[config.mk]
export PLATFORM = sky130hd
export DESIGN_NAME = utf8_decoder_utf16_split
export DESIGN_NICKNAME = d
export VERILOG_FILES = /design/src/rtl/u8dec_pkg.sv /design/src/rtl/utf8_decoder_utf16_split.sv
export SDC_FILE = /design/constraint.sdc
export NUM_CORES = 1
export LEC_CHECK = 0
export BUFFER_PORTS_ARGS = -buffer_cell sky130_fd_sc_hd__buf_4
export CORE_ASPECT_RATIO = 0.75
export CORE_MARGIN = 3
export CORE_UTILIZATION = 50
export CTS_BUF_LIST = sky130_fd_sc_hd__clkbuf_8
export CTS_CLUSTER_SIZE = 10
export DETAILED_ROUTE_END_ITERATION = 12
export MAX_ROUTING_LAYER = met4
export PLACE_DENSITY = 0.75
export SETUP_SLACK_MARGIN = 0.02
export SYNTH_ARGS = -nofsm -noshare
export SYNTH_HDL_FRONTEND = slang
export SYNTH_SLANG_ARGS = --single-unit
[constraint.sdc]
create_clock -name i_clk -period 2.58 [get_ports i_clk]
set_input_delay 0.258 -clock i_clk [delete_from_list [all_inputs] [get_ports i_clk]]
set_output_delay 0.258 -clock i_clk [all_outputs]
set_load 0.05 [all_outputs]
[src/rtl/u8dec_pkg.sv]
// Package for the extended UTF-8 decoder: item types, status codes and lead-byte helpers.
`default_nettype none
package u8dec_pkg;

    localparam int unsigned CpW = 31;

    localparam logic [1:0] ST_OK        = 2'd0;
    localparam logic [1:0] ST_MALFORMED = 2'd1;
    localparam logic [1:0] ST_PARTIAL   = 2'd2;

    localparam logic [7:0]  CONT_MASK  = 8'hC0;
    localparam logic [7:0]  CONT_TAG   = 8'h80;
    localparam logic [15:0] HI_BASE    = 16'hD7C0; // 0xD800 - (0x10000 >> 10)
    localparam logic [5:0]  LO_TAG     = 6'b110111; // 0xDC00 >> 10
    localparam logic [CpW-1:0] BMP_TOP = CpW'(32'h0001_0000);

    typedef struct packed {
        logic [7:0] byte_lead;
        logic [7:0] byte_second;
        logic [7:0] byte_third;
        logic [7:0] byte_fourth;
        logic [7:0] byte_fifth;
        logic [7:0] byte_sixth;
        logic [2:0] avail_bytes;
    } t_in_item;

    typedef struct packed {
        logic [CpW-1:0] code_point;
        logic [1:0]     status;
        logic [2:0]     seq_length;
        logic [1:0]     unit_count;
        logic [15:0]    unit_first;
        logic [15:0]    unit_second;
    } t_out_item;

    // Skip length of a lead byte, given whatever the status is.
    function automatic logic [2:0] skip_len(input logic [7:0] b);
        logic [2:0] n;
        n = 3'd1;
        case (b) inside
            [8'hC0:8'hDF]: n = 3'd2;
            [8'hE0:8'hEF]: n = 3'd3;
            [8'hF0:8'hF7]: n = 3'd4;
            [8'hF8:8'hFB]: n = 3'd5;
            [8'hFC:8'hFD]: n = 3'd6;
            default:       n = 3'd1;
        endcase
        return n;
    endfunction

    // Least code point that a sequence of the given length may carry.
    function automatic logic [CpW-1:0] least_value(input logic [2:0] len);
        logic [CpW-1:0] m;
        m = '0;
        case (len)
            3'd2:    m = CpW'(32'h0000_0080);
            3'd3:    m = CpW'(32'h0000_0800);
            3'd4:    m = CpW'(32'h0001_0000);
            3'd5:    m = CpW'(32'h0020_0000);
            3'd6:    m = CpW'(32'h0400_0000);
            default: m = '0;
        endcase
        return m;
    endfunction

endpackage
`default_nettype wire

[src/rtl/utf8_decoder_utf16_split.sv]
// Top level: three-stage pipelined extended UTF-8 decoder with UTF-16 split.
//
//  channel   direction  handshake                    payload
//  -------   ---------  ---------------------------  --------------------------------
//  input     in         i_in_valid / o_in_stall      i_in_data  (u8dec_pkg::t_in_item)
//  output    out        o_out_valid / i_out_stall    o_out_data (u8dec_pkg::t_out_item)
//
//  One transaction enters per cycle unless an output stall backs up to the input.
//  Stage 1 classifies the lead byte and tests the continuation bytes, stage 2
//  resolves the status and assembles the code point, stage 3 checks for an
//  overlong form and splits into UTF-16 units; its register drives the output.
//  A stage takes a new transaction whenever it is empty or the next stage takes
//  its own, so bubbles collapse and a stall holds each full stage with no bubble ahead.
//  Reset clears the valid bits only; the data registers need no reset.
`default_nettype none
module utf8_decoder_utf16_split (
    input  wire logic                  i_clk,
    input  wire logic                  i_rst_n,
    input  wire logic                  i_in_valid,
    output logic                       o_in_stall,
    input  wire u8dec_pkg::t_in_item   i_in_data,
    output logic                       o_out_valid,
    input  wire logic                  i_out_stall,
    output u8dec_pkg::t_out_item       o_out_data
);

    localparam int unsigned CpW = u8dec_pkg::CpW;

    // ---------------------------------------------------------------
    // Flow control: each stage advances when empty or when drained.
    // ---------------------------------------------------------------
    logic r1_valid, r2_valid, r3_valid;
    logic n1_valid, n2_valid, n3_valid;
    logic take1, take2, take3;

    assign take3 = !r3_valid || !i_out_stall;
    assign take2 = !r2_valid || take3;
    assign take1 = !r1_valid || take2;
    assign o_in_stall = !take1;

    assign n1_valid = take1 ? i_in_valid : r1_valid;
    assign n2_valid = take2 ? r1_valid   : r2_valid;
    assign n3_valid = take3 ? r2_valid   : r3_valid;

    always_ff @(posedge i_clk) begin
        if (!i_rst_n) begin
            r1_valid <= 1'b0;
            r2_valid <= 1'b0;
            r3_valid <= 1'b0;
        end else begin
            r1_valid <= n1_valid;
            r2_valid <= n2_valid;
            r3_valid <= n3_valid;
        end
    end

    // ---------------------------------------------------------------
    // Stage 1: classify lead, clamp avail, flag continuation bytes.
    // ---------------------------------------------------------------
    logic [7:0]      bytes_in [1:5];
    logic [2:0]      n1_len;
    logic            n1_bad;
    logic [2:0]      n1_avail;
    logic [5:1]      n1_cont;
    logic [5:1]      n1_zero;

    logic [7:0]      r1_lead;
    logic [5:0]      r1_low [1:5];
    logic [2:0]      r1_len;
    logic            r1_bad;
    logic [2:0]      r1_skip;
    logic [2:0]      r1_avail;
    logic [5:1]      r1_cont;
    logic [5:1]      r1_zero;

    assign bytes_in[1] = i_in_data.byte_second;
    assign bytes_in[2] = i_in_data.byte_third;
    assign bytes_in[3] = i_in_data.byte_fourth;
    assign bytes_in[4] = i_in_data.byte_fifth;
    assign bytes_in[5] = i_in_data.byte_sixth;

    always_comb begin
        n1_bad = 1'b0;
        n1_len = 3'd1;
        case (i_in_data.byte_lead) inside
            [8'h00:8'h7F]: n1_len = 3'd1;
            [8'h80:8'hBF]: n1_bad = 1'b1;
            [8'hC0:8'hDF]: n1_len = 3'd2;
            [8'hE0:8'hEF]: n1_len = 3'd3;
            [8'hF0:8'hF7]: n1_len = 3'd4;
            [8'hF8:8'hFB]: n1_len = 3'd5;
            [8'hFC:8'hFD]: n1_len = 3'd6;
            default:       n1_bad = 1'b1;
        endcase
        // Treat an avail count of seven as unlimited, same as six.
        n1_avail = (i_in_data.avail_bytes == 3'd7) ? 3'd6 : i_in_data.avail_bytes;
        for (int i = 1; i <= 5; i++) begin
            n1_cont[i] = (bytes_in[i] & u8dec_pkg::CONT_MASK) == u8dec_pkg::CONT_TAG;
            n1_zero[i] = bytes_in[i] == 8'h00;
        end
    end

    always_ff @(posedge i_clk) begin
        if (take1) begin
            r1_lead  <= i_in_data.byte_lead;
            r1_len   <= n1_len;
            r1_bad   <= n1_bad;
            r1_skip  <= u8dec_pkg::skip_len(i_in_data.byte_lead);
            r1_avail <= n1_avail;
            r1_cont  <= n1_cont;
            r1_zero  <= n1_zero;
            for (int i = 1; i <= 5; i++) begin
                r1_low[i] <= bytes_in[i][5:0];
            end
        end
    end

    // ---------------------------------------------------------------
    // Stage 2: resolve status, assemble code point.
    // ---------------------------------------------------------------
    logic [1:0]      n2_status;
    logic [CpW-1:0]  n2_wc;
    logic            n2_chk;

    logic [1:0]      r2_status;
    logic [CpW-1:0]  r2_wc;
    logic            r2_chk;
    logic [2:0]      r2_len;
    logic [2:0]      r2_skip;

    always_comb begin
        logic found;
        found     = 1'b0;
        n2_status = u8dec_pkg::ST_OK;
        n2_chk    = 1'b0;
        if (r1_bad) begin
            n2_status = u8dec_pkg::ST_MALFORMED;
        end else if (r1_len > 3'd1) begin
            if (r1_len > r1_avail) begin
                // Truncated window: any non-continuation in range is malformed.
                n2_status = u8dec_pkg::ST_PARTIAL;
                for (int i = 1; i <= 5; i++) begin
                    if (!found && (3'(i) < r1_avail) && !r1_cont[i]) begin
                        n2_status = u8dec_pkg::ST_MALFORMED;
                        found     = 1'b1;
                    end
                end
            end else begin
                // Full sequence: first bad continuation decides; zero byte is partial.
                for (int i = 1; i <= 5; i++) begin
                    if (!found && (3'(i) < r1_len) && !r1_cont[i]) begin
                        n2_status = r1_zero[i] ? u8dec_pkg::ST_PARTIAL
                                               : u8dec_pkg::ST_MALFORMED;
                        found     = 1'b1;
                    end
                end
                n2_chk = !found;
            end
        end

        case (r1_len)
            3'd2:    n2_wc = CpW'({r1_lead[4:0], r1_low[1]});
            3'd3:    n2_wc = CpW'({r1_lead[3:0], r1_low[1], r1_low[2]});
            3'd4:    n2_wc = CpW'({r1_lead[2:0], r1_low[1], r1_low[2], r1_low[3]});
            3'd5:    n2_wc = CpW'({r1_lead[1:0], r1_low[1], r1_low[2], r1_low[3],
                                   r1_low[4]});
            3'd6:    n2_wc = {r1_lead[0], r1_low[1], r1_low[2], r1_low[3], r1_low[4],
                              r1_low[5]};
            default: n2_wc = CpW'(r1_lead[6:0]);
        endcase
    end

    always_ff @(posedge i_clk) begin
        if (take2) begin
            r2_status <= n2_status;
            r2_wc     <= n2_wc;
            r2_chk    <= n2_chk;
            r2_len    <= r1_len;
            r2_skip   <= r1_skip;
        end
    end

    // ---------------------------------------------------------------
    // Stage 3: overlong check, UTF-16 split, output register.
    // ---------------------------------------------------------------
    logic [1:0]            st3;
    u8dec_pkg::t_out_item  n3_data;
    u8dec_pkg::t_out_item  r3_data;

    always_comb begin
        st3 = r2_status;
        if (r2_chk && (r2_wc < u8dec_pkg::least_value(r2_len))) begin
            st3 = u8dec_pkg::ST_MALFORMED;
        end
        n3_data             = '0;
        n3_data.status      = st3;
        n3_data.seq_length  = r2_skip;
        if (st3 == u8dec_pkg::ST_OK) begin
            n3_data.code_point = r2_wc;
            if (r2_wc < u8dec_pkg::BMP_TOP) begin
                n3_data.unit_count = 2'd1;
                n3_data.unit_first = r2_wc[15:0];
            end else begin
                // High unit: ((wc - 0x10000) >> 10) + 0xD800, kept to 16 bits.
                n3_data.unit_count  = 2'd2;
                n3_data.unit_first  = r2_wc[25:10] + u8dec_pkg::HI_BASE;
                n3_data.unit_second = {u8dec_pkg::LO_TAG, r2_wc[9:0]};
            end
        end
    end

    always_ff @(posedge i_clk) begin
        if (take3) begin
            r3_data <= n3_data;
        end
    end

    assign o_out_valid = r3_valid;
    assign o_out_data  = r3_data;

endmodule
`default_nettype wire

==> reports/results.txt <==
Setup repair after global routing could not meet its margin everywhere. The number of register bits inferred by synthesis is 164, and the detailed-placement wirelength estimate is 12200 um. The analysis attributes to cell leakage a power of 4.04 nW.

For the TritonCTS buffer count, the log shows 17. The floorplan step defined a die boundary enclosing 16300 um2. The count of distinct cell types in the synthesized netlist is 68, and the biggest cell delay along the critical path is 430 ps. STA classifies the critical path startpoint as a flop. The count of nets left with antenna violations once routing finished came out at 0. Launch instance of the worst register-to-register path: r2_len[1].

Before antenna repair, the detailed router went through 5 iterations. Summing all placed instances gives a cell area of 8610 um2. Averaged over all synthesized cells, the footprint is 12.6 um2. Post-route fraction of the period consumed by the critical path: 1.06. The average wire per cell in the routed design came out at 18.2 um.

The start point of the worst hold path was i_in_data[9]. Once placement completed, the tool counted placed cells totaling 895. Fraction of layout instances using a drive strength above 1: 0.291.

The run gives 59 as the total setup violations reported at the end of the flow. STA puts the critical path data required time at 2880 ps. The clock arrives with 16.3 ps of skew.

The maximum clock path buffer count was 2; the number of maximum-capacitance constraint violations was 0. In the synthesized netlist the dominant register cell turns out to be sky130_fd_sc_hd__edfxtp_1. The critical-path cell with the highest stage delay is sky130_fd_sc_hd__or3b_4. In this run the number of H-tree levels came out at 4. The clock transition time at the flip-flop clock pins of the worst setup and hold paths is 90 ps, and the net count after synthesis is 652. The final worst slack was -144 ps; the maximum net fanout on the critical path was 5. Entering global routing, the biggest net connects 58 pins.

The run gives 0.563 as the worst slew margin relative to its limit. The worst setup path is captured at a flop. The floorplan step set the die height to 111 um. At the pin with the least slew margin, the transition time is 649 ps. The finished cells cover 9580 um2. Synthesis produced a netlist whose cell count is 589. For the count of endpoints failing hold in the final timing report, the log shows 0. The final weighted congestion of routability-driven global placement was 0.889; the boundary pin count was 127. CTS saw 164 sinks. The net total in the final layout came out at 831.

Initial cell density of the core: 0.525. The tools report the sequential element share of the synthesized area as 0.661. The Yosys step of the flow raised 0 warnings. The average vias per placed instance is 5.53, and the via count of the first global-routing pass is 5269.

The number of buffer and inverter instances along the worst setup path was 1; the timing-limited maximum frequency was 367 MHz. Proportion of register bits with asynchronous set or reset after synthesis: 0. TritonCTS built the clock tree. The most critical setup path has its startpoint at r2_len[1]. The area growth from synthesis to layout was 29.3%; the number of remaining DRC errors was 0. The total global-route track usage came out at 0.230.

The routed layout has 5397 vias. The tools report the number of cell rows as 37. The final count of pins violating max slew is 0.

In this design, the largest share of critical-path delay is due to simple AND/OR/NAND/NOR gates. For the post-route total power, the log shows 6.42 mW. The first global-routing pass estimated 28500 um of wire. The final global-route overflow total was 0; the area of the core region was 14100 um2.

Across all hold checks on the routed design, the worst slack comes to 87.4 ps. At the worst endpoint, the arrival time is 3020 ps. The final reports fail on setup timing. The flow ran to the end, but the final reports show violations.

The post-route core utilization was 0.678; the number of buffers added on ports was 125. For this design the ratio of total power to cell area is 671 nW/um2. The clock reaches the later pin of the worst-skew pair after 460 ps. The time the final worst path needs with I/O delays and setup was 2720 ps; the initial antenna violation count was 0.

The tools report the final standard cell count with taps included and fillers excluded as 976. The die is 147 um wide. The first-iteration detailed-routing DRC count is 368, and the worst-case setup slack after placement is -202 ps. Detailed-route wire length: 17800 um. The number of synthesized flops with an enable pin was 161. The critical path goes through or3b_4 > ha_4 > or4bb_1 > a211o_1 > o2111ai_4 > nand3_2 > buf_4 > nor3_1.

The logs give 7410 um2 for the synthesized area and 0.388 mV for the largest voltage drop on the vdd net. The tightest min-delay check is of the in -> reg type. The worst setup path is of the reg -> reg kind.

The cell chosen for the clock root was sky130_fd_sc_hd__clkbuf_8. 0 antenna diodes ended up in the layout. Adding up every negative setup slack in the final design gives -6090 ps.
[where the power goes]
group	leakage, nW	switching (mW)	internal, mW	total [mW]
combinational	1.96	0.771	0.428	1.20
clock	0.216	0.999	0.984	1.98
sequential	1.86	0.123	3.12	3.24
[layer usage]
metal	global-route usage	up-vias	share of wire
met5	-	-	0
met4	0.0495	0	0.0083
met3	0.0525	16	0.066
met2	0.353	222	0.47
met1	0.320	2608	0.45
li1	-	2551	-
[layout by cell type, fill, tap and decap left out, types with 3 or more instances in the layout]
| cell | Yosys | final |
|---|---|---|
| sky130_fd_sc_hd__dlygate4sd3_1 | 0 | 41 |
| sky130_fd_sc_hd__and3_2 | 9 | 9 |
| sky130_fd_sc_hd__a21oi_1 | 40 | 39 |
| sky130_fd_sc_hd__o22ai_1 | 5 | 5 |
| sky130_fd_sc_hd__and2_2 | 10 | 10 |
| sky130_fd_sc_hd__inv_1 | 19 | 19 |
| sky130_fd_sc_hd__o21ai_0 | 19 | 19 |
| sky130_fd_sc_hd__a22oi_1 | 6 | 6 |
| sky130_fd_sc_hd__or4_1 | 10 | 10 |
| sky130_fd_sc_hd__ha_1 | 8 | 7 |
| sky130_fd_sc_hd__a21o_1 | 3 | 3 |
| sky130_fd_sc_hd__clkbuf_8 | 0 | 17 |
| sky130_fd_sc_hd__nor2b_1 | 8 | 8 |
| sky130_fd_sc_hd__nand3_1 | 10 | 9 |
| sky130_fd_sc_hd__o21bai_1 | 4 | 4 |
| sky130_fd_sc_hd__and3_4 | 1 | 4 |
| sky130_fd_sc_hd__a211o_1 | 3 | 3 |
| sky130_fd_sc_hd__o21a_1 | 3 | 3 |
| sky130_fd_sc_hd__nand2_1 | 51 | 49 |
| sky130_fd_sc_hd__mux2i_1 | 17 | 17 |
| sky130_fd_sc_hd__nand2b_1 | 3 | 3 |
| sky130_fd_sc_hd__and3_1 | 8 | 8 |
| sky130_fd_sc_hd__dfxtp_1 | 3 | 3 |
| sky130_fd_sc_hd__a311oi_1 | 4 | 3 |
| sky130_fd_sc_hd__nor4_1 | 6 | 6 |
| sky130_fd_sc_hd__nand3b_1 | 3 | 3 |
| sky130_fd_sc_hd__xor2_1 | 3 | 3 |
| sky130_fd_sc_hd__a31oi_1 | 6 | 6 |
| sky130_fd_sc_hd__nor3_1 | 9 | 7 |
| sky130_fd_sc_hd__xnor2_1 | 4 | 4 |
| sky130_fd_sc_hd__buf_4 | 6 | 147 |
| sky130_fd_sc_hd__edfxtp_1 | 161 | 161 |
| sky130_fd_sc_hd__and2_1 | 19 | 19 |
| sky130_fd_sc_hd__bufinv_16 | 0 | 3 |
| sky130_fd_sc_hd__nor2_1 | 61 | 60 |
| sky130_fd_sc_hd__clkinv_4 | 0 | 3 |
| sky130_fd_sc_hd__inv_6 | 0 | 4 |
[final timing paths]
check	cells after the start	endpoint	slack, ps
setup / recovery	8	o_out_data[22]	-140
setup reg to reg	8	o_out_data[22]	-140
hold reg to reg	0	o_out_data[36]	430
hold / removal	2	r1_cont[5]	90
[worst reg2reg max path, cell delays in order, from the launching register on]
cell and delay (ps):
sky130_fd_sc_hd__edfxtp_1 420, sky130_fd_sc_hd__or3b_4 430, sky130_fd_sc_hd__ha_4 270, sky130_fd_sc_hd__or4bb_1 390, sky130_fd_sc_hd__a211o_1 280, sky130_fd_sc_hd__o2111ai_4 260, sky130_fd_sc_hd__nand3_2 150, sky130_fd_sc_hd__buf_4 200
sky130_fd_sc_hd__nor3_1 170
[flip-flops by register name (all words and copies together), names as in the netlist]
register     count
r2_status        2
r2_skip          3
r2_wc           31
r1_zero          5
r1_low          30
r1_lead          7
r1_bad           1
r1_len           3
r2_len           3
o_out_valid      1
r2_chk           1
r1_valid         1
r1_cont          5
r1_avail         3
r1_skip          3
r2_valid         1
o_out_data      64
[cells by family after synthesis]
kind of cell / count (synthesis) / share of synthesized area
buf+inv: 55 / 0.0340
fa+ha+maj: 8 / 0.0135
xor+xnor: 7 / 0.00828
simple gates: 219 / 0.154
compound gates: 116 / 0.102
mux: 19 / 0.0275
flops: 164 / 0.661
other cells: 1 / 0.000506
[Yosys cell counts (3+ instances only)]
cell | instances | area share
sky130_fd_sc_hd__clkbuf_1 | 18 | 0.0091
sky130_fd_sc_hd__dfxtp_1 | 3 | 0.0081
sky130_fd_sc_hd__nor2_1 | 61 | 0.031
sky130_fd_sc_hd__o21bai_1 | 4 | 0.0041
sky130_fd_sc_hd__nor2b_1 | 8 | 0.0068
sky130_fd_sc_hd__nor4_1 | 6 | 0.0051
sky130_fd_sc_hd__and2_2 | 10 | 0.010
sky130_fd_sc_hd__and3_2 | 9 | 0.0091
sky130_fd_sc_hd__o21a_1 | 3 | 0.0030
sky130_fd_sc_hd__o22ai_1 | 5 | 0.0042
sky130_fd_sc_hd__edfxtp_1 | 161 | 0.65
sky130_fd_sc_hd__nand2_1 | 51 | 0.026
sky130_fd_sc_hd__or4_1 | 10 | 0.010
sky130_fd_sc_hd__a311oi_1 | 4 | 0.0047
sky130_fd_sc_hd__xor2_1 | 3 | 0.0035
sky130_fd_sc_hd__inv_1 | 19 | 0.0096
sky130_fd_sc_hd__nand2b_1 | 3 | 0.0025
sky130_fd_sc_hd__xnor2_1 | 4 | 0.0047
sky130_fd_sc_hd__a21oi_1 | 40 | 0.027
sky130_fd_sc_hd__ha_1 | 8 | 0.014
sky130_fd_sc_hd__a21o_1 | 3 | 0.0030
sky130_fd_sc_hd__a211oi_1 | 3 | 0.0030
sky130_fd_sc_hd__buf_4 | 6 | 0.0061
sky130_fd_sc_hd__o21ai_0 | 19 | 0.013
sky130_fd_sc_hd__mux2i_1 | 17 | 0.023
sky130_fd_sc_hd__nor3_1 | 9 | 0.0061
sky130_fd_sc_hd__a31oi_1 | 6 | 0.0051
sky130_fd_sc_hd__and2_1 | 19 | 0.016
sky130_fd_sc_hd__nand3_1 | 10 | 0.0068
sky130_fd_sc_hd__a211o_1 | 3 | 0.0035
sky130_fd_sc_hd__a22oi_1 | 6 | 0.0061
sky130_fd_sc_hd__buf_1 | 5 | 0.0025
sky130_fd_sc_hd__and3_1 | 8 | 0.0068
sky130_fd_sc_hd__nand3b_1 | 3 | 0.0030
[repair_timing]
action	CTS	global route
endpoints found under the hold margin	41	0
hold buffers	41	0
setup endpoints to repair	59	59
pin swaps	9	1
gates cloned	5	0
buffers inserted	2	1
resized for setup	12	3
[final cells by class]
type	count	area, um2
repair buffers	191	1570
fillers	973	4540
clock inverters	15	196
well taps	195	244
multi-input cells	373	2360
inverters	21	78.8
flip-flops and latches	164	4890
clock buffers	17	234
Power figures use the tool's default switching activity.
